`config.mk`:
```
export PLATFORM = sky130hd
export DESIGN_NAME = gftl_lerp
export DESIGN_NICKNAME = d
export VERILOG_FILES = /design/src/hdl/gftl_pkg.sv /design/src/hdl/gftl_lerp.sv
export SDC_FILE = /design/constraint.sdc
export NUM_CORES = 1
export LEC_CHECK = 0
export BUFFER_PORTS_ARGS = -buffer_cell sky130_fd_sc_hd__buf_2
export CORE_UTILIZATION = 60
export DETAILED_ROUTE_END_ITERATION = 7
export PLACE_DENSITY = 0.76
export SLEW_MARGIN = 10
export SYNTH_ARGS = -nofsm -noshare
export SYNTH_HDL_FRONTEND = slang
export SYNTH_SLANG_ARGS = --single-unit
export TNS_END_PERCENT = 50
```
`constraint.sdc`:
```
create_clock -name aclk -period 19.07 [get_ports aclk]
set_clock_uncertainty 0.2 [all_clocks]
set_input_delay 1.907 -clock aclk [delete_from_list [all_inputs] [get_ports aclk]]
set_output_delay 1.907 -clock aclk [all_outputs]
set_load 0.1 [all_outputs]
```
`src/hdl/gftl_pkg.sv`:
```
`timescale 1ns / 1ps

package gftl_pkg;

    localparam int COORD_W = 32;
    localparam int FIELD_W = 24;
    localparam int FRAC_W  = 16;
    localparam int LOC_W   = 24;
    localparam int CFG_IDX_W = 3;
    localparam int SAMPLE_W = 3 * FIELD_W;

    localparam logic REQ_APPEND = 1'b0;
    localparam logic REQ_QUERY  = 1'b1;

    localparam logic [CFG_IDX_W-1:0] CFG_X_MIN  = 3'd0;
    localparam logic [CFG_IDX_W-1:0] CFG_Y_MIN  = 3'd1;
    localparam logic [CFG_IDX_W-1:0] CFG_Z_MIN  = 3'd2;
    localparam logic [CFG_IDX_W-1:0] CFG_INV_DX = 3'd3;
    localparam logic [CFG_IDX_W-1:0] CFG_INV_DY = 3'd4;
    localparam logic [CFG_IDX_W-1:0] CFG_INV_DZ = 3'd5;

    localparam logic [COORD_W-1:0] INV_RESET = 32'h0100_0000;

    typedef struct packed {
        logic                        req_type;
        logic signed [FIELD_W-1:0]   sample_x;
        logic signed [FIELD_W-1:0]   sample_y;
        logic signed [FIELD_W-1:0]   sample_z;
        logic signed [COORD_W-1:0]   coord_x;
        logic signed [COORD_W-1:0]   coord_y;
        logic signed [COORD_W-1:0]   coord_z;
    } in_req_t;

    typedef struct packed {
        logic                        inside_res;
        logic signed [FIELD_W-1:0]   field_out_x;
        logic signed [FIELD_W-1:0]   field_out_y;
        logic signed [FIELD_W-1:0]   field_out_z;
    } res_t;

    typedef struct packed {
        logic             ok;
        logic [LOC_W-1:0] loc;
    } axis_loc_t;

endpackage

```
`src/hdl/gftl_lerp.sv`:
```
`timescale 1ns / 1ps

module gftl_lerp
    import gftl_pkg::*;
(
    input  logic                      aclk,
    input  logic                      en,
    input  logic signed [FIELD_W-1:0] a,
    input  logic signed [FIELD_W-1:0] b,
    input  logic        [FRAC_W-1:0]  w,
    output logic signed [FIELD_W-1:0] r_reg
);

    localparam int PW = FIELD_W + FRAC_W + 2;

    logic signed [FIELD_W:0]   d;
    logic signed [PW-1:0]      p;
    logic signed [PW-1:0]      sh;
    logic signed [FIELD_W-1:0] r_next;

    // a + round((b - a) * w / 2^16), same as the two-weight form
    assign d      = {b[FIELD_W-1], b} - {a[FIELD_W-1], a};
    assign p      = d * $signed({1'b0, w});
    assign sh     = (p + PW'(32768)) >>> FRAC_W;
    assign r_next = a + sh[FIELD_W-1:0];

    always_ff @(posedge aclk) begin
        if (en) begin
            r_reg <= r_next;
        end
    end

endmodule

```
==> reports/metrics.cfg <==
[status]
outcome = completed

[clocking]
path_clk_slew_ns = 0.06
cts_setup_buffers = 0
cts_max_level = 1
post_cts_resized = 0
clk_path_buf_depth = 2
postCtsHoldBufs = 0
cts_tree = built
root_buffer = clkbuf_16
cts.sinks = 24
cts_buffers = 3

[sta]
finalCritPeriodShare = 0.653
tns_ns = 0
worst_slew_pin_slew_ns = 1.12
hold_viol = 0
fin_crit_ns = 12.44
report.final.slew_viol_count = 0
max-slew-margin-rel = 0.249
rsz0062_at_grt = no
setup_violations = 0
fmax_mhz = 80.4

[logic_synthesis]
async_flop_share = 0
synth_fp_nets = 2538
netlist_top_cells_area = fa_1 44%, ha_1 12%, inv_1 11%
syn_avg_cell_area_um2 = 8.93
synth.largest_area_cell = fa_1
yosys_warnings = 0
synthesis.area_um2 = 17200
synth_seq_area_share = 0.0419
synth_ff_type = edfxtp_1
yosysTopAreaCellShare = 0.442
synth_cell_type_count = 60
netlist_instances = 1925
synth_seq_cells = 24
synth_edf_count = 24

[worst_setup_path]
cp.buffers_inverters = 5
critPathKind = input pin to flop
end_kind = flop
slowest_delay_ns = 0.67
crit_fanout = 16
cp_data_arrival_time_ns = 12.26
path_depth = 40
endpoint = r_reg[22]$_DFFE_PP_
cpMaxStageDelayCell = xnor2_2
cp-start-kind = input pin
cp_common_cell = fa_1
worst_ep_required_time_ns = 18.88
startpoint = a[0]
cpLargestDelayFamily = adder cells

[floorplan]
start_util = 0.614
io_pins = 90
die_x_um = 171
die_y_um = 171
die-area_um2 = 29300
rows = 61
coreArea_um2 = 28000

[cells_and_area]
n_antenna_cell = 0
final_nets = 2586
layout-drive-gt1-share = 0.0690
syn_to_final_growth_pct = 5.62
largest_register_ffs = 24

[global_routing]
antenna_found_initial = 0
grt_pass1_vias = 14069
grt_pass1_wl_mm = 68.2
grtUsageTotal = 0.302
grt_remaining_overflow = 0
grt_max_degree = 27

[routing]
wire_per_inst_um = 17.4
postRouteWirelength_mm = 41.0
drc = 0
firstDrtPassIters = 4
ant_nets = 0
drt-initial-drc-count = 632
vias = 12773
avgViaCountPerCell = 5.44

[flow_run]
maxCapViolCount = 0

[placement]
hpwl_mm = 33.5
gp_congestion = 0.880
io_buffers = 89

[worst_hold_path]
min_path_type = input pin to flop
hp-start = a[0]

## cell usage after synthesis, types with 3 or more instances
cell type / number
nand2b_1: 13
or2_2: 3
or3_1: 4
a21o_1: 23
a21oi_1: 53
and3_1: 6
a31oi_1: 7
xnor2_1: 56
nor2_1: 35
inv_1: 524
nand3_1: 12
clkbuf_1: 54
o21a_1: 16
o21ai_0: 26
nor2b_1: 29
and4_1: 3
and2_1: 225
ha_1: 167
fa_1: 380
nor3_1: 7
nand2_1: 174
o211ai_1: 5
edfxtp_1: 24
o31a_1: 4
buf_2: 4
xor2_1: 19
nand4_1: 3
o21bai_1: 3
## metal layers
metal	global-route usage	up-vias	routed length [µm]
li1	-	5777	-
met1	0.356	6506	15500
met2	0.563	367	21800
met3	0.0283	123	1870
met4	0.122	0	1820
met5	0	-	0
## how the worst min path moves through the flow
stage	cells after the start	endpoint	slack, ns
3_3_place_gp	2	r_reg[0]$_DFFE_PP_	2.03
6_report	2	r_reg[0]$_DFFE_PP_	1.78
4_1_cts	2	r_reg[0]$_DFFE_PP_	1.77
3_5_place_dp	2	r_reg[0]$_DFFE_PP_	2.03
2_1_floorplan	0	r_reg[0]$_DFFE_PP_	1.82
5_1_grt	2	r_reg[0]$_DFFE_PP_	1.78
## cell type report
class | count | area [µm²]
Clock buffer | 3 | 75.1
Clock inverter | 1 | 3.75
Fill cell | 2416 | 9850
Inverter | 524 | 1970
Multi-Input combinational cell | 1316 | 14400
Sequential cell | 24 | 721
Tap cell | 378 | 473
Timing Repair Buffer | 104 | 558
## kinds of logic after synthesis
group / share of synthesized area
AND/OR/NAND/NOR: 0.159
XOR/XNOR: 0.0401
AO/OA/AOI/OAI: 0.0669
buffers and inverters: 0.128
flip-flops: 0.0419
adder cells (fa/ha/maj): 0.564
## layout by cell type, fill, tap and decap left out, types with 3 or more instances in the layout
master	netlist	layout
o31a_1	4	4
ha_1	167	167
and3_1	6	6
edfxtp_1	24	24
nor2b_1	29	29
xor2_2	0	5
xnor2_1	56	49
inv_1	524	524
nor2_1	35	35
and4_1	3	3
fa_1	380	380
nand4_1	3	3
or3_1	4	4
xor2_1	19	14
buf_4	1	15
nand2b_1	13	13
xnor2_2	2	9
clkbuf_16	0	3
a31oi_1	7	7
o211ai_1	5	5
a21o_1	23	23
or2_2	3	3
nand3_1	12	12
o21bai_1	3	3
and2_1	225	225
nand2_1	174	174
nor3_1	7	7
buf_2	4	89
a21oi_1	53	52
o21a_1	16	16
o21ai_0	26	26
## stage by stage
step | utilization | instances | worst slack (ns) | hold WS, ns | area, µm²
after floorplan | - | 1925 | 8.15 | 1.82 | 17200
after global placement | 0.645 | 2346 | 6.79 | 2.03 | 18100
after detailed placement | 0.645 | 2346 | 6.40 | 2.03 | 18100
after CTS | 0.648 | 2350 | 6.67 | 1.77 | 18200
after global routing | 0.648 | 2350 | 5.94 | 1.78 | 18200
final | 0.648 | 2350 | 6.63 | 1.78 | 18200
Power is left out: the tool's default activity adds up to more than one toggle a clock period on the data nets, which glitch-free logic cannot reach.
