--- config.mk ---
export PLATFORM = sky130hd
export DESIGN_NAME = gftl_axis
export DESIGN_NICKNAME = d
export VERILOG_FILES = /design/src/hdl/gftl_pkg.sv /design/src/hdl/gftl_axis.sv
export SDC_FILE = /design/constraint.sdc
export NUM_CORES = 2
export LEC_CHECK = 0
export BUFFER_PORTS_ARGS = -buffer_cell sky130_fd_sc_hd__clkbuf_2
export CAP_MARGIN = 10
export CORE_MARGIN = 3
export CORE_UTILIZATION = 35
export CTS_CLUSTER_SIZE = 12
export DETAILED_ROUTE_END_ITERATION = 6
export PLACE_DENSITY_LB_ADDON = 0.3
export RECOVER_POWER = 25
export SYNTH_ARGS = -nofsm -noshare
export SYNTH_HDL_FRONTEND = slang
export SYNTH_SLANG_ARGS = --single-unit
--- constraint.sdc ---
create_clock -name aclk -period 23.3 [get_ports aclk]
set_clock_uncertainty 0.2 [all_clocks]
set_input_delay 4.66 -clock aclk [delete_from_list [all_inputs] [get_ports aclk]]
set_output_delay 4.66 -clock aclk [all_outputs]
set_load 0.05 [all_outputs]
--- src/hdl/gftl_pkg.sv ---
`timescale 1ns / 1ps

package gftl_pkg;

    localparam int COORD_W = 32;
    localparam int FIELD_W = 24;
    localparam int FRAC_W  = 16;
    localparam int LOC_W   = 24;
    localparam int CFG_IDX_W = 3;
    localparam int SAMPLE_W = 3 * FIELD_W;

    localparam logic REQ_APPEND = 1'b0;
    localparam logic REQ_QUERY  = 1'b1;

    localparam logic [CFG_IDX_W-1:0] CFG_X_MIN  = 3'd0;
    localparam logic [CFG_IDX_W-1:0] CFG_Y_MIN  = 3'd1;
    localparam logic [CFG_IDX_W-1:0] CFG_Z_MIN  = 3'd2;
    localparam logic [CFG_IDX_W-1:0] CFG_INV_DX = 3'd3;
    localparam logic [CFG_IDX_W-1:0] CFG_INV_DY = 3'd4;
    localparam logic [CFG_IDX_W-1:0] CFG_INV_DZ = 3'd5;

    localparam logic [COORD_W-1:0] INV_RESET = 32'h0100_0000;

    typedef struct packed {
        logic                        req_type;
        logic signed [FIELD_W-1:0]   sample_x;
        logic signed [FIELD_W-1:0]   sample_y;
        logic signed [FIELD_W-1:0]   sample_z;
        logic signed [COORD_W-1:0]   coord_x;
        logic signed [COORD_W-1:0]   coord_y;
        logic signed [COORD_W-1:0]   coord_z;
    } in_req_t;

    typedef struct packed {
        logic                        inside_res;
        logic signed [FIELD_W-1:0]   field_out_x;
        logic signed [FIELD_W-1:0]   field_out_y;
        logic signed [FIELD_W-1:0]   field_out_z;
    } res_t;

    typedef struct packed {
        logic             ok;
        logic [LOC_W-1:0] loc;
    } axis_loc_t;

endpackage

--- src/hdl/gftl_axis.sv ---
`timescale 1ns / 1ps

module gftl_axis
    import gftl_pkg::*;
#(
    parameter int N = 32
) (
    input  logic                      aclk,
    input  logic                      en,
    input  logic signed [COORD_W-1:0] coord,
    input  logic signed [COORD_W-1:0] min_val,
    input  logic        [COORD_W-1:0] inv,
    output axis_loc_t                 res
);

    localparam logic [LOC_W-1:0] LIM = LOC_W'((N - 1) << FRAC_W);

    logic signed [COORD_W:0]     diff_reg;
    logic signed [COORD_W:0]     diff_next;
    logic                        pos_reg;
    logic [2*COORD_W-1:0]        prod_reg;
    logic [2*COORD_W-1:0]        prod_next;
    logic [LOC_W-1:0]            loc;

    assign diff_next = {coord[COORD_W-1], coord} - {min_val[COORD_W-1], min_val};
    assign prod_next = {{COORD_W{1'b0}}, diff_reg[COORD_W-1:0]} * {{COORD_W{1'b0}}, inv};

    always_ff @(posedge aclk) begin
        if (en) begin
            diff_reg <= diff_next;
            pos_reg  <= ~diff_reg[COORD_W] && (diff_reg != '0);
            prod_reg <= prod_next;
        end
    end

    // prod < 2^48 keeps loc inside 24 bits
    assign loc     = prod_reg[24 +: LOC_W];
    assign res.loc = loc;
    assign res.ok  = pos_reg && (prod_reg[2*COORD_W-1:48] == '0)
                     && (loc != '0) && (loc < LIM);

endmodule

==> impl_metrics.json <==
{
  "outcome": "finished, violations left",
  "failing_checks": "capacitance limit, slew limit",
  "die-area_um2": 110000,
  "antennaDiodeCount": 0,
  "reg2regPathDepth": 22,
  "worst-path-max-fanout": 32,
  "synth_edf_count": 74,
  "cts_repair_resize_count": 0,
  "worst_pin_slew_ns": 4.49,
  "min_period_over_period": 0.554,
  "netlist-cell-type-count": 54,
  "detailedPlace.worstSlack_ns": 10.14,
  "via_count": 26481,
  "gate_count_after_technology_mapping": 4039,
  "min-delay-start": "diff_reg[32]",
  "post_synth_instance_area_um2": 37100,
  "antenna_violations_before_repair": 2,
  "fill_cells": 10628,
  "stdcell_count": 5366,
  "layout_commonest_cell": "inv_1",
  "clock_sinks": 74,
  "yosys_warnings": 0,
  "drt_drc_violations_left": 0,
  "ioPinCount": 123,
  "grt_pass1_vias": 29287,
  "grt_util_all_layers": 0.189,
  "setup_violations": 0,
  "cell_rows": 118,
  "layout_setup_ws_ns": 10.40,
  "regToRegStartpoint": "diff_reg[24]",
  "ff_latch_area_um2": 2220,
  "worst_hold_path_type": "reg2reg",
  "synth_nets": 5325,
  "async_s_r_ff_share_synth": 0,
  "die_w_um": 332,
  "cts_tree": "yes",
  "rrSetupSlack_ns": 13.55,
  "setup_tns_ns": 0,
  "mostFrequentLayoutCells": "948 x inv_1, 896 x fa_1, 572 x and2_1",
  "post-place-cells": 5350,
  "gp_routability_congestion": 0.872,
  "grt_pass1_wl_mm": 163,
  "cts_root_buf": "clkbuf_16",
  "post_cts_setup_driven_buffer_insertion_count": 0,
  "route.detailed.wl_per_inst_um": 18.8,
  "cts_inserted_buffers": 9,
  "post-synth-top-area-cell": "fa_1",
  "critPathLaunchType": "primary input",
  "crit-reg2reg-capture": "prod_reg[57]",
  "largest_reg_flops": 40,
  "synthesis.area_per_instance_um2": 9.18,
  "top_usage_layer": "met2",
  "finalMaxSlewViolations": 109,
  "initial_utilization": 0.355,
  "place.port_buffers": 122,
  "nNetsFinal": 5267,
  "finalHoldViolations": 0,
  "synth_seq_cells": 74,
  "ctsLongestPathBuffers": 2,
  "cell_count_of_the_worst_hold_path": 1,
  "drv.max_cap_violation_count": 2,
  "path_clk_slew_ns": 0.07,
  "grt.overflow.total": 0,
  "final.min_clock_period_ns": 12.90,
  "worst-setup-path-type": "in2reg",
  "layout-drive-gt1-share": 0.0472,
  "worst_skew_pair.late_latency_ns": 0.38,
  "groute.layer.met3.usage": 0.0184,
  "pin_count_of_the_biggest_net_entering_global_routing": 75,
  "detail_route.wirelength_mm": 101,
  "hold-path-endpoint": "pos_reg",
  "drt_first_pass_iters": 7,
  "avgViaCountPerCell": 4.93,
  "grt.met2_usage": 0.349,
  "multiInputGateArea_um2": 30300,
  "synth_sequential_area_ratio": 0.0599,
  "worst_case_headroom_to_the_max_slew_limit": -1.99,
  "critical_path.endpoint_type": "register",
  "synth_area_leaders": "fa_1 48%, ha_1 9.8%, and2_1 9.6%, inv_1 9.6%, edfxtp_1 6.0%",
  "cp.required_ns": 23.24,
  "die_height_um": 332,
  "critPathArrivalTime_ns": 12.84,
  "final_core_utilization": 0.374,
  "groute.layer.met1.usage": 0.226,
  "synth_ff_type": "edfxtp_1",
  "htree_depth": 3,
  "synth.top_cell.area_share": 0.484,
  "post_cts_hold_buffer_count": 0,
  "hpwlAfterDp_mm": 78.6,
  "grt_setup_unrepaired": "false",
  "antenna_nets_post_route": 0,
  "core-area_um2": 104000,
  "max_freq_ghz": 0.0775,
  "detail_route.iter0.violations": 1191,
  "areaGrowthSynthToFinish_pct": 5.38
}
==> how the worst max path moves through the flow <==
stage / slack [ns] / end / startpoint
floorplan: 11.44 / prod_reg[57] / inv[11]
global placement: 10.14 / prod_reg[57] / inv[2]
detailed placement: 10.14 / prod_reg[57] / inv[2]
CTS: 10.52 / prod_reg[57] / inv[2]
global route: 9.89 / prod_reg[53] / inv[2]
finish: 10.40 / prod_reg[63] / inv[2]
==> per-stage QoR <==
step	cell area, µm²	hold WS (ns)
after floorplan	37100	0.305
after global placement	38800	0.497
after detailed placement	38800	0.495
after CTS	39100	0.504
after global routing	39100	0.482
final	39100	0.482
==> per-layer routing <==
metal  vias up  wire, µm  share of wire
met4         4      4100          0.041
met1     14036     39100           0.39
li1      11715         -              -
met2       550     54400           0.54
met5         -        28        0.00028
met3       176      3300          0.033
==> Yosys cell counts (24+ instances only) <==
| cell | n |
|---|---|
| and2_1 | 572 |
| fa_1 | 896 |
| nand2_1 | 517 |
| clkbuf_1 | 210 |
| xnor2_1 | 45 |
| ha_1 | 292 |
| a21oi_1 | 91 |
| xor2_1 | 26 |
| edfxtp_1 | 74 |
| buf_4 | 24 |
| a21o_1 | 39 |
| nor2_1 | 52 |
| inv_1 | 948 |
| o21ai_0 | 57 |
==> cells by family (layout without fill, tap and decap cells) <==
group	Yosys count	count (layout)	synth area share
compound gates	273	273	0.0472
xor+xnor	71	71	0.0168
fa+ha+maj	1188	1188	0.582
buf+inv	1182	1129	0.122
flops	74	74	0.0599
simple gates	1251	1251	0.172
==> layout make-up <==
type	count	area share
well taps	1380	0.0442
clock buffers	9	0.00576
clock inverters	7	0.00214
multi-input cells	2783	0.776
inverters	948	0.0910
flip-flops and latches	74	0.0568
repair buffers	165	0.0237
==> worst max-delay path: stages <==
cell      delay [ns]
clkbuf_2        0.47
and2_1          0.39
fa_1            0.54
inv_1           0.05
fa_1            0.49
fa_1            0.45
fa_1            0.54
inv_1           0.05
fa_1            0.49
inv_1           0.05
fa_1            0.54
inv_1           0.05
fa_1            0.49
inv_1           0.06
fa_1            0.48
inv_1           0.04
ha_1            0.34
a21oi_1         0.24
o211ai_1        0.12
o21ai_0         0.32
nand4_1         0.15
a21oi_1         0.57
o21ai_0         0.39
a31o_2          0.31
a41o_1          0.26
a21oi_1         0.18
xnor2_1         0.08
Power is not shown: default switching activity piles up to over one toggle a cycle in this logic, so the estimate is an artifact.
